===== src/hdl/ott_pkg.sv =====
// Package for the one-shot timer table: item types, slot entry type and
// operation codes. Used by every module of the block; depends on nothing.
package ott_pkg;

  localparam int SLOTS_DEF = 16;

  localparam logic [1:0] FUNC_TICK = 2'd0;
  localparam logic [1:0] FUNC_ADD  = 2'd1;
  localparam logic [1:0] FUNC_DEL  = 2'd2;
  localparam logic [1:0] FUNC_FIND = 2'd3;

  typedef struct packed {
    logic [1:0] func;
    logic [7:0] timer_id;
    logic [7:0] period;
  } ott_in_t;

  typedef struct packed {
    logic       expired_valid;
    logic [7:0] expired_id;
    logic       found;
    logic       status;
    logic       last;
  } ott_out_t;

  typedef struct packed {
    logic       armed;
    logic [7:0] owner;
    logic [7:0] remaining;
  } ott_entry_t;

endpackage


===== src/hdl/ott_cell.sv =====
// One cell of the timer ring: holds one slot entry and takes its
// neighbor's entry when the ring shifts. Depends on ott_pkg.
module ott_cell import ott_pkg::*; (
  input  logic       clk,
  input  logic       rst_n,
  input  logic       shift_en,
  input  ott_entry_t d_in,
  output ott_entry_t q
);

  logic       armed_r;
  logic [7:0] owner_r;
  logic [7:0] remaining_r;

  always_ff @(posedge clk) begin
    if (!rst_n) begin
      armed_r <= 1'b0;
    end else if (shift_en) begin
      armed_r <= d_in.armed;
    end
  end

  always_ff @(posedge clk) begin
    if (shift_en) begin
      owner_r     <= d_in.owner;
      remaining_r <= d_in.remaining;
    end
  end

  assign q = '{armed: armed_r, owner: owner_r, remaining: remaining_r};

endmodule


===== src/hdl/ott_ring.sv =====
// Ring of timer cells. Each shift moves every entry one cell toward the
// head; the tail takes the written-back entry. Depends on ott_pkg, ott_cell.
module ott_ring import ott_pkg::*; #(
  parameter int SLOTS = SLOTS_DEF
) (
  input  logic       clk,
  input  logic       rst_n,
  input  logic       shift_en,
  input  ott_entry_t tail_in,
  output ott_entry_t head_out
);

  ott_entry_t link [SLOTS];

  for (genvar k = 0; k < SLOTS; k++) begin : g_cell
    ott_entry_t cell_d;
    if (k == SLOTS - 1) begin : g_tail
      assign cell_d = tail_in;
    end else begin : g_mid
      assign cell_d = link[k+1];
    end
    ott_cell u_cell (
      .clk      (clk),
      .rst_n    (rst_n),
      .shift_en (shift_en),
      .d_in     (cell_d),
      .q        (link[k])
    );
  end

  assign head_out = link[0];

endmodule


===== src/hdl/one_shot_timer_table_unit.sv =====
// Top level of the one-shot timer table: item handshakes, sequencer and
// output register around the cell ring. Depends on ott_pkg and ott_ring.
//
// Usage: items enter on in_valid/in_ready with in_data (func, timer_id,
// period) and results leave on out_valid/out_ready with out_data. Every
// item yields at least one result; the final one has last set. A tick
// yields one result per expired timer in ascending slot order, or a single
// empty result when nothing expires.
// The slot entries sit in a ring of SLOTS cells that rotates one slot past
// the head per cycle unless a stalled expiry holds it; each scan is one full
// lap of the ring. Tick, delete, find and re-arm take one lap before the
// final result; an add that places a new timer takes a second lap.
// The final result is registered from the flush state after the last lap.
// When the receiver stalls, the ring pauses while an expiry waits to be
// handed to the output register, and the final result waits in place.
// Reset disarms every slot at once; no clearing pass is needed.
module one_shot_timer_table_unit import ott_pkg::*; #(
  parameter int SLOTS = SLOTS_DEF
) (
  input  logic     clk,
  input  logic     rst_n,
  input  logic     in_valid,
  output logic     in_ready,
  input  ott_in_t  in_data,
  output logic     out_valid,
  input  logic     out_ready,
  output ott_out_t out_data
);

  localparam int IDX_W = (SLOTS > 1) ? $clog2(SLOTS) : 1;

  typedef enum logic [3:0] {
    ST_IDLE  = 4'b0001,
    ST_SCAN  = 4'b0010,
    ST_PLACE = 4'b0100,
    ST_FLUSH = 4'b1000
  } state_t;

  state_t     state_r, state_nxt;
  logic [1:0] op_r;
  logic [7:0] id_r;
  logic [7:0] period_r;
  logic [IDX_W-1:0] step_r, step_nxt;
  logic [IDX_W-1:0] free_idx_r, free_idx_nxt;
  logic       match_r, match_nxt;
  logic       free_found_r, free_found_nxt;
  logic       pend_valid_r, pend_valid_nxt;
  logic [7:0] pend_id_r, pend_id_nxt;
  logic       out_valid_r, out_valid_nxt;
  ott_out_t   out_data_r, out_data_nxt;

  ott_entry_t head, wb;
  logic       shift_en;
  logic       out_free;
  logic       out_load;
  logic       last_step;
  logic       hit;
  logic [7:0] dec;

  ott_ring #(.SLOTS(SLOTS)) u_ring (
    .clk      (clk),
    .rst_n    (rst_n),
    .shift_en (shift_en),
    .tail_in  (wb),
    .head_out (head)
  );

  assign in_ready  = (state_r == ST_IDLE);
  assign out_free  = !out_valid_r || out_ready;
  assign last_step = (step_r == IDX_W'(SLOTS - 1));
  assign hit       = head.armed && (head.owner == id_r);
  assign dec       = head.remaining - 8'd1;

  always_comb begin
    state_nxt      = state_r;
    step_nxt       = step_r;
    free_idx_nxt   = free_idx_r;
    match_nxt      = match_r;
    free_found_nxt = free_found_r;
    pend_valid_nxt = pend_valid_r;
    pend_id_nxt    = pend_id_r;
    wb             = head;
    shift_en       = 1'b0;
    out_load       = 1'b0;
    out_data_nxt   = out_data_r;

    case (state_r)
      ST_IDLE: begin
        if (in_valid) begin
          state_nxt      = ST_SCAN;
          step_nxt       = '0;
          match_nxt      = 1'b0;
          free_found_nxt = 1'b0;
          pend_valid_nxt = 1'b0;
        end
      end
      ST_SCAN: begin
        shift_en = 1'b1;
        case (op_r)
          FUNC_TICK: begin
            if (head.armed) begin
              wb.remaining = dec;
              if (dec == 8'd0) begin
                wb.armed = 1'b0;
                if (pend_valid_r) begin
                  if (out_free) begin
                    out_load     = 1'b1;
                    out_data_nxt = '{expired_valid: 1'b1, expired_id: pend_id_r,
                                     found: 1'b0, status: 1'b0, last: 1'b0};
                  end else begin
                    shift_en = 1'b0;
                  end
                end
                if (shift_en) begin
                  pend_valid_nxt = 1'b1;
                  pend_id_nxt    = head.owner;
                end
              end
            end
          end
          FUNC_ADD: begin
            if (hit) begin
              wb.remaining = period_r;
              match_nxt    = 1'b1;
            end
            if (!head.armed && !free_found_r) begin
              free_found_nxt = 1'b1;
              free_idx_nxt   = step_r;
            end
          end
          FUNC_DEL: begin
            if (hit) begin
              wb.armed  = 1'b0;
              match_nxt = 1'b1;
            end
          end
          default: begin
            if (hit) begin
              match_nxt = 1'b1;
            end
          end
        endcase
        if (shift_en) begin
          if (last_step) begin
            step_nxt = '0;
            if (op_r == FUNC_ADD && !match_nxt && free_found_nxt) begin
              state_nxt = ST_PLACE;
            end else begin
              state_nxt = ST_FLUSH;
            end
          end else begin
            step_nxt = step_r + IDX_W'(1);
          end
        end
      end
      ST_PLACE: begin
        shift_en = 1'b1;
        if (step_r == free_idx_r) begin
          wb = '{armed: 1'b1, owner: id_r, remaining: period_r};
        end
        if (last_step) begin
          step_nxt  = '0;
          state_nxt = ST_FLUSH;
        end else begin
          step_nxt = step_r + IDX_W'(1);
        end
      end
      ST_FLUSH: begin
        if (out_free) begin
          out_load  = 1'b1;
          state_nxt = ST_IDLE;
          out_data_nxt = '{expired_valid: 1'b0, expired_id: 8'd0,
                           found: 1'b0, status: 1'b0, last: 1'b1};
          case (op_r)
            FUNC_TICK: begin
              out_data_nxt.expired_valid = pend_valid_r;
              out_data_nxt.expired_id    = pend_valid_r ? pend_id_r : 8'd0;
            end
            FUNC_ADD: begin
              out_data_nxt.status = !match_r && !free_found_r;
            end
            default: begin
              out_data_nxt.found = match_r;
            end
          endcase
        end
      end
      default: begin
        state_nxt = ST_IDLE;
      end
    endcase
  end

  always_comb begin
    if (out_load) begin
      out_valid_nxt = 1'b1;
    end else if (out_ready) begin
      out_valid_nxt = 1'b0;
    end else begin
      out_valid_nxt = out_valid_r;
    end
  end

  always_ff @(posedge clk) begin
    if (!rst_n) begin
      state_r      <= ST_IDLE;
      step_r       <= '0;
      match_r      <= 1'b0;
      free_found_r <= 1'b0;
      pend_valid_r <= 1'b0;
      out_valid_r  <= 1'b0;
    end else begin
      state_r      <= state_nxt;
      step_r       <= step_nxt;
      match_r      <= match_nxt;
      free_found_r <= free_found_nxt;
      pend_valid_r <= pend_valid_nxt;
      out_valid_r  <= out_valid_nxt;
    end
  end

  always_ff @(posedge clk) begin
    free_idx_r <= free_idx_nxt;
    pend_id_r  <= pend_id_nxt;
    out_data_r <= out_data_nxt;
    if (in_valid && in_ready) begin
      op_r     <= in_data.func;
      id_r     <= in_data.timer_id;
      period_r <= in_data.period;
    end
  end

  assign out_valid = out_valid_r;
  assign out_data  = out_data_r;

  a_state_onehot: assert property (@(posedge clk) disable iff (!rst_n)
    $onehot(state_r))
    else $error("sequencer state is not one-hot");

  a_idle_step_zero: assert property (@(posedge clk) disable iff (!rst_n)
    (state_r == ST_IDLE) |-> (step_r == '0))
    else $error("ring lap not complete when returning to idle");

  a_ring_still: assert property (@(posedge clk) disable iff (!rst_n)
    (state_r == ST_IDLE || state_r == ST_FLUSH) |-> !shift_en)
    else $error("ring shifted outside a lap");

  a_scan_result: assert property (@(posedge clk) disable iff (!rst_n)
    (state_r == ST_SCAN && out_load) |=>
      (out_valid_r && out_data_r.expired_valid && !out_data_r.last))
    else $error("expiry handed out during a lap is malformed");

  a_flush_final: assert property (@(posedge clk) disable iff (!rst_n)
    (state_r == ST_FLUSH && out_free) |=>
      (state_r == ST_IDLE && out_valid_r && out_data_r.last))
    else $error("final result not delivered on flush");

endmodule

===== config.mk =====
export PLATFORM = sky130hd
export DESIGN_NAME = one_shot_timer_table_unit
export DESIGN_NICKNAME = d
export VERILOG_FILES = /design/src/hdl/ott_pkg.sv /design/src/hdl/ott_cell.sv /design/src/hdl/ott_ring.sv /design/src/hdl/one_shot_timer_table_unit.sv
export SDC_FILE = /design/constraint.sdc
export NUM_CORES = 1
export LEC_CHECK = 0
export BUFFER_PORTS_ARGS = -buffer_cell sky130_fd_sc_hd__buf_4
export CAP_MARGIN = 20
export CORE_AREA = 2 2 208 149
export CTS_CLUSTER_DIAMETER = 50
export CTS_CLUSTER_SIZE = 14
export DETAILED_ROUTE_END_ITERATION = 6
export DIE_AREA = 0 0 210 151
export SYNTH_ARGS = -nofsm -noshare
export SYNTH_HDL_FRONTEND = slang
export SYNTH_SLANG_ARGS = --single-unit

===== constraint.sdc =====
create_clock -name clk -period 9.03 [get_ports clk]
set_input_delay 1.3545 -clock clk [delete_from_list [all_inputs] [get_ports clk]]
set_output_delay 1.3545 -clock clk [all_outputs]
set_load 0.005 [all_outputs]

==> results.sh, run 1 <==
export IMPL_cts_sinks=326
export IMPL_area_delta_synth_final_pct=13.82
export IMPL_drv_slew=0
export IMPL_hold_class="flop to flop"
export IMPL_rows=53
export IMPL_status="finished, final reports clean"
export IMPL_pwr_density_cell_nw_per_um2=227.8
export IMPL_postSynthRegisterBits=326
export IMPL_tritoncts="yes"
export IMPL_clock_latency_ns=0.56
export IMPL_hold_ws_ns=0.4178
export IMPL_fmax_mhz=286.9
export IMPL_async_flop_share=0
export IMPL_port_buffers=35
export IMPL_antenna_found_initial=0
export IMPL_cap_violations=0
export IMPL_syn_num_nets=608
export IMPL_grt_max_degree=169
export IMPL_busiest_layer="met2"
export IMPL_crit_required_ns=9.28
export IMPL_layout_common_cells="298 x edfxtp_1, 43 x nand2_1, 38 x buf_4"
export IMPL_gp_congestion=0.8516
export IMPL_ys_types=62
export IMPL_setup_viol=0
export IMPL_tns_ns=0
export IMPL_cp_end_kind="flop"
export IMPL_cp_max_fo=76
export IMPL_ys_top_cells_by_area="edfxtp_1 80%, dfxtp_1 5.0%, mux2i_1 1.8%"
export IMPL_grt_util_met2=0.1703
export IMPL_use_met3=0.03338
export IMPL_cts_hold_buf=0
export IMPL_cts_resized=0
export IMPL_fin_nets=665
export IMPL_fin_area_sq_um=12710
export IMPL_finalHoldViolCount=0
export IMPL_grtUsageMet1=0.1528
export IMPL_postCtsSetupBuffers=0
export IMPL_numCtsBuffers=28
export IMPL_drt_pass1_iter_count=5
export IMPL_drt_wl_total_mm=17.63
export IMPL_place_area_sq_um=11810
export IMPL_rrSetupSlack_ns=5.54
export IMPL_synth_area_sq_um=11170
export IMPL_vias=5054
export IMPL_synth_edff_count=298
export IMPL_slew_headroom=0.3513
export IMPL_grt_usage=0.1107
export IMPL_vdd_drop_max_v=0.0001489
export IMPL_ys_seq_area_frac=0.8515
export IMPL_grt_overflow_total=0
export IMPL_antenna_cells=0
export IMPL_skew_ns=0.02191
export IMPL_coreArea_sq_um=29640
export IMPL_crit_chain="inv_1 -> ha_1 -> or4bb_2 -> o311ai_1 -> nand4_2 -> o31ai_4 -> buf_8 -> inv_8 -> buf_4 -> buf_16"
export IMPL_final_common_cell="edfxtp_1"
export IMPL_start_util=0.3767
export IMPL_min_period_ns=3.485
export IMPL_synth_top_cell_by_area="edfxtp_1"
export IMPL_syn_avg_cell_area_sq_um=19.15
export IMPL_cts_buffer_depth=3
export IMPL_finalCritPeriodShare=0.3860
export IMPL_grt_pass1_wl_mm=27.17
export IMPL_htree_levels=1
export IMPL_fillers=2547
export IMPL_hpwl_mm=10.38
export IMPL_cpMaxStageDelayCell="edfxtp_1"
export IMPL_synth_top_area_frac=0.8013
export IMPL_cpPeakStageDelay_ns=0.56
export IMPL_worst_slew_pin_slew_ns=0.9720
export IMPL_io_pins=36
export IMPL_drcViolationCount=0
export IMPL_rsz0062_at_grt="false"
export IMPL_cp_arrival_ns=3.74
export IMPL_drt_iter0_markers=524
export IMPL_path_clk_slew_ns=0.07
export IMPL_synth_warning_count=0
export IMPL_drive_gt1_frac=0.1324
export IMPL_antenna_left=0
export IMPL_grt_pass1_vias=4953
export IMPL_wire_per_inst_microns=16.92
export IMPL_dieArea_sq_um=31710
export IMPL_p_leak_nw=4.200
export IMPL_synthFlopType="edfxtp_1"
export IMPL_die_h_microns=151
export IMPL_synthCells=583
export IMPL_avgViaCountPerCell=4.850
export IMPL_die_x_microns=210
export IMPL_critPathKind="flop to flop"
export IMPL_clockRootBuffer="clkbuf_16"
export IMPL_cp_start_kind="flop"
where the power goes:
group	switching (W)	leakage [nW]	internal, W
clock	0.000508	0.385	0.000580
combinational	0.0000571	0.876	0.0000262
sequential	0.0000224	2.94	0.00170
total	0.000588	4.20	0.00231
kinds of logic after synthesis:
kind of cell	Yosys count	share of synthesized area
XOR/XNOR	12	0.009412
adder cells (fa/ha/maj)	3	0.003362
AO/OA/AOI/OAI	60	0.04000
multiplexers	20	0.01793
flip-flops	326	0.8515
buffers and inverters	28	0.01625
AND/OR/NAND/NOR	134	0.06151
sequential cells by signal, summed over array words and instances (netlist names):
register                          cells
u_ring.g_cell.u_cell.owner_r        128
u_ring.g_cell.u_cell.remaining_r    128
u_ring.g_cell.u_cell.armed_r         16
out_data                             12
id_r                                  8
pend_id_r                             8
period_r                              8
free_idx_r                            4
state_r                               4
step_r                                4
op_r                                  2
free_found_r                          1
match_r                               1
out_valid                             1
pend_valid_r                          1
cell type report:
class	instances	area, sq um	area share
inverters	13	56.30	0.004430
well taps	385	481.7	0.03790
flip-flops and latches	326	9509	0.7482
repair buffers	42	366.6	0.02884
clock inverters	5	61.31	0.004824
multi-input cells	229	1481	0.1166
clock buffers	42	753.2	0.05926
synthesized netlist by cell type (all sizes together) (7+ instances only):
| library cell | n |
|---|---|
| o21ai | 11 |
| nor2b | 12 |
| xnor2 | 10 |
| a21oi | 10 |
| inv | 13 |
| clkbuf | 8 |
| mux2i | 20 |
| edfxtp | 298 |
| dfxtp | 28 |
| nor3 | 7 |
| nor2 | 34 |
| nand2 | 43 |
metrics by stage:
step | std cells | util | power, W | setup WS [ns]
after floorplan | 583 | - | 0.001813 | 1.479
after global placement | 991 | 0.3985 | 0.001831 | 4.006
after detailed placement | 991 | 0.3985 | 0.001837 | 3.856
after CTS | 1038 | 0.4260 | 0.002932 | 4.361
after global routing | 1042 | 0.4288 | 0.003006 | 5.388
final | 1042 | 0.4288 | 0.002895 | 5.545
final timing paths:
path | startpoint | end | depth (start not counted)
hold reg to reg | u_ring.g_cell[13].u_cell.remaining_r[5] | u_ring.g_cell[12].u_cell.remaining_r[5] | 0
hold / removal | u_ring.g_cell[13].u_cell.remaining_r[5] | u_ring.g_cell[12].u_cell.remaining_r[5] | 0
setup / recovery | u_ring.g_cell[0].u_cell.remaining_r[0] | u_ring.g_cell[2].u_cell.remaining_r[3] | 10
setup reg to reg | u_ring.g_cell[0].u_cell.remaining_r[0] | u_ring.g_cell[2].u_cell.remaining_r[3] | 10
layer usage:
metal / share of wire / up-vias
met2: 0.45 / 117
met1: 0.47 / 2544
li1: - / 2359
met3: 0.054 / 34
met5: 0 / -
met4: 0.022 / 0
critical path: cells and delay by family (launching register included):
family | cells | cell delay (ns)
AOI/OAI and AO/OA | 2 | 0.52
and+or+nand+nor | 2 | 0.77
adders and majority gates | 1 | 0.29
DFF | 1 | 0.56
buffers and inverters | 5 | 0.98
Note: power is estimated with default switching activity, not from simulation.
==> inputs of run 2 (changes only) <==
==> constraint.sdc (replaced) <==
create_clock -name clk -period 3.1 [get_ports clk]
set_input_delay 0.465 -clock clk [delete_from_list [all_inputs] [get_ports clk]]
set_output_delay 0.465 -clock clk [all_outputs]
set_load 0.005 [all_outputs]
==> run 2 against run 1 <==
Die area did not move. Setup slack got worse by 5.3 ns. Sequential share of layout area fell by 1.4 points. Power rose to 3.0 times the previous value. Cell area rose by 1.9%. Sequential power rose to 2.9 times the previous value. First-iteration DRC count fell by 9.9%. Critical path depth fell by 1. Count of clock-buffer cells in the layout rose by 5. Combinational power rose to 3.3 times the previous value.
==> results.sh, run 2 (same netlist as run 1, synthesis figures left out) <==
export IMPL_fin_nets=680
export IMPL_fillers=2524
export IMPL_finalCritPeriodShare=0.9159
export IMPL_layout_common_cells="298 x edfxtp_1, 48 x buf_4, 43 x nand2_1"
export IMPL_start_util=0.3767
export IMPL_drv_slew=0
export IMPL_cts_hold_buf=0
export IMPL_skew_ns=0.01245
export IMPL_worst_slew_pin_slew_ns=0.8051
export IMPL_die_x_microns=210
export IMPL_grt_overflow_total=0
export IMPL_wire_per_inst_microns=17.16
export IMPL_crit_chain="inv_4 -> ha_4 -> or4bb_4 -> o311ai_2 -> nand4_2 -> o31ai_4 -> clkinvlp_4 -> buf_12 -> buf_12"
export IMPL_wl_met2_mm=7.926
export IMPL_coreArea_sq_um=29640
export IMPL_vdd_drop_max_v=0.0003570
export IMPL_cp_arrival_ns=3.13
export IMPL_grt_max_degree=63
export IMPL_port_buffers=35
export IMPL_antenna_found_initial=0
export IMPL_fin_total_pwr_w=0.008562
export IMPL_avgViaCountPerCell=4.829
export IMPL_rows=53
export IMPL_drcViolationCount=0
export IMPL_final_common_cell="edfxtp_1"
export IMPL_drt_iter0_markers=472
export IMPL_hold_class="primary input to flop"
export IMPL_reg_largest_list="u_ring.g_cell.u_cell.owner_r (128), u_ring.g_cell.u_cell.remaining_r (128), u_ring.g_cell.u_cell.armed_r (16)"
export IMPL_area_delta_synth_final_pct=16.00
export IMPL_stdcell_count=1062
export IMPL_drt_wl_total_mm=18.22
export IMPL_min_period_ns=2.839
export IMPL_fin_area_sq_um=12950
export IMPL_grt_pass1_vias=5114
export IMPL_finalHoldViolCount=0
export IMPL_gp_congestion=0.8586
export IMPL_cp_max_fo=26
export IMPL_vias=5128
export IMPL_htree_levels=1
export IMPL_grt_usage=0.1157
export IMPL_crit_required_ns=3.39
export IMPL_slew_headroom=0.4494
export IMPL_antenna_cells=0
export IMPL_p_leak_nw=4.294
export IMPL_cp_common_cell="buf_12"
export IMPL_grt_pass1_wl_mm=28.29
export IMPL_cp_end_kind="flop"
export IMPL_cts_sinks=326
export IMPL_cap_violations=0
export IMPL_dieArea_sq_um=31710
export IMPL_rrSetupSlack_ns=0.26
export IMPL_path_clk_slew_ns=0.07
export IMPL_critPathKind="flop to flop"
export IMPL_cts_buffer_depth=3
export IMPL_met3_length_microns=945
export IMPL_drt_met1_wl_mm=8.998
export IMPL_drt_pass1_iter_count=7
export IMPL_hpwl_mm=11.15
export IMPL_setup_viol=0
export IMPL_place_area_sq_um=12100
export IMPL_cts_resized=0
export IMPL_cpMaxStageDelayCell="edfxtp_1"
export IMPL_drive_gt1_frac=0.1610
export IMPL_die_h_microns=151
export IMPL_antenna_left=0
export IMPL_pwr_density_cell_nw_per_um2=661.0
export IMPL_postCtsSetupBuffers=0
export IMPL_clockRootBuffer="clkbuf_16"
export IMPL_cpPeakStageDelay_ns=0.57
export IMPL_status="finished, final reports clean"
export IMPL_numCtsBuffers=28
export IMPL_finish_utilization=0.4370
export IMPL_dp_cells=1010
export IMPL_topRoutingLayerUsed="met4"
export IMPL_clock_latency_ns=0.54
export IMPL_tritoncts="yes"
export IMPL_rsz0062_at_grt="false"
export IMPL_tns_ns=0
export IMPL_io_pins=36
export IMPL_fmax_mhz=352.2
export IMPL_cp_start_kind="flop"
run 2: final cells by class:
class	instances	area, sq um	share of cell area
Inverter	13	55.05	0.004250
Multi-Input combinational cell	229	1515	0.1170
Clock buffer	47	793.3	0.06124
Timing Repair Buffer	57	540.5	0.04173
Tap cell	385	481.7	0.03719
Sequential cell	326	9509	0.7341
Clock inverter	5	58.81	0.004540
run 2: where the power goes:
group	internal [W]	total [W]	leakage, nW	switching, W
combinational	0.0000994	0.000277	0.959	0.000178
clock	0.00183	0.00327	0.401	0.00144
sequential	0.00495	0.00502	2.93	0.0000641
run 2: worst paths after layout:
check	from	endpoint	depth (start not counted)
setup / recovery	u_ring.g_cell[0].u_cell.remaining_r[0]	u_ring.g_cell[13].u_cell.owner_r[7]	9
setup reg to reg	u_ring.g_cell[0].u_cell.remaining_r[0]	u_ring.g_cell[13].u_cell.owner_r[7]	9
hold / removal	in_data[13]	id_r[5]	1
hold reg to reg	u_ring.g_cell[6].u_cell.remaining_r[3]	u_ring.g_cell[5].u_cell.remaining_r[3]	0
run 2: metal layers:
layer,track usage,vias up
met3,0.02861,32
met1,0.1698,2564
met5,0,-
met4,0.02943,0
met2,0.1736,131
li1,-,2401
run 2: critical path: cells and delay by family (launching register included):
kind	cells	cell delay (ns)
compound gates	2	0.37
fa+ha+maj	1	0.17
simple gates	2	0.68
flops	1	0.57
buf+inv	4	0.76
run 2: through the flow:
stage	worst slack [ns]	hold slack (ns)
global placement	0.3074	0.4004
detailed placement	0.2799	0.4045
CTS	0.2583	0.08243
finish	0.2607	0.1042
floorplan	-3.285	0.4003
global route	0.1142	0.08251
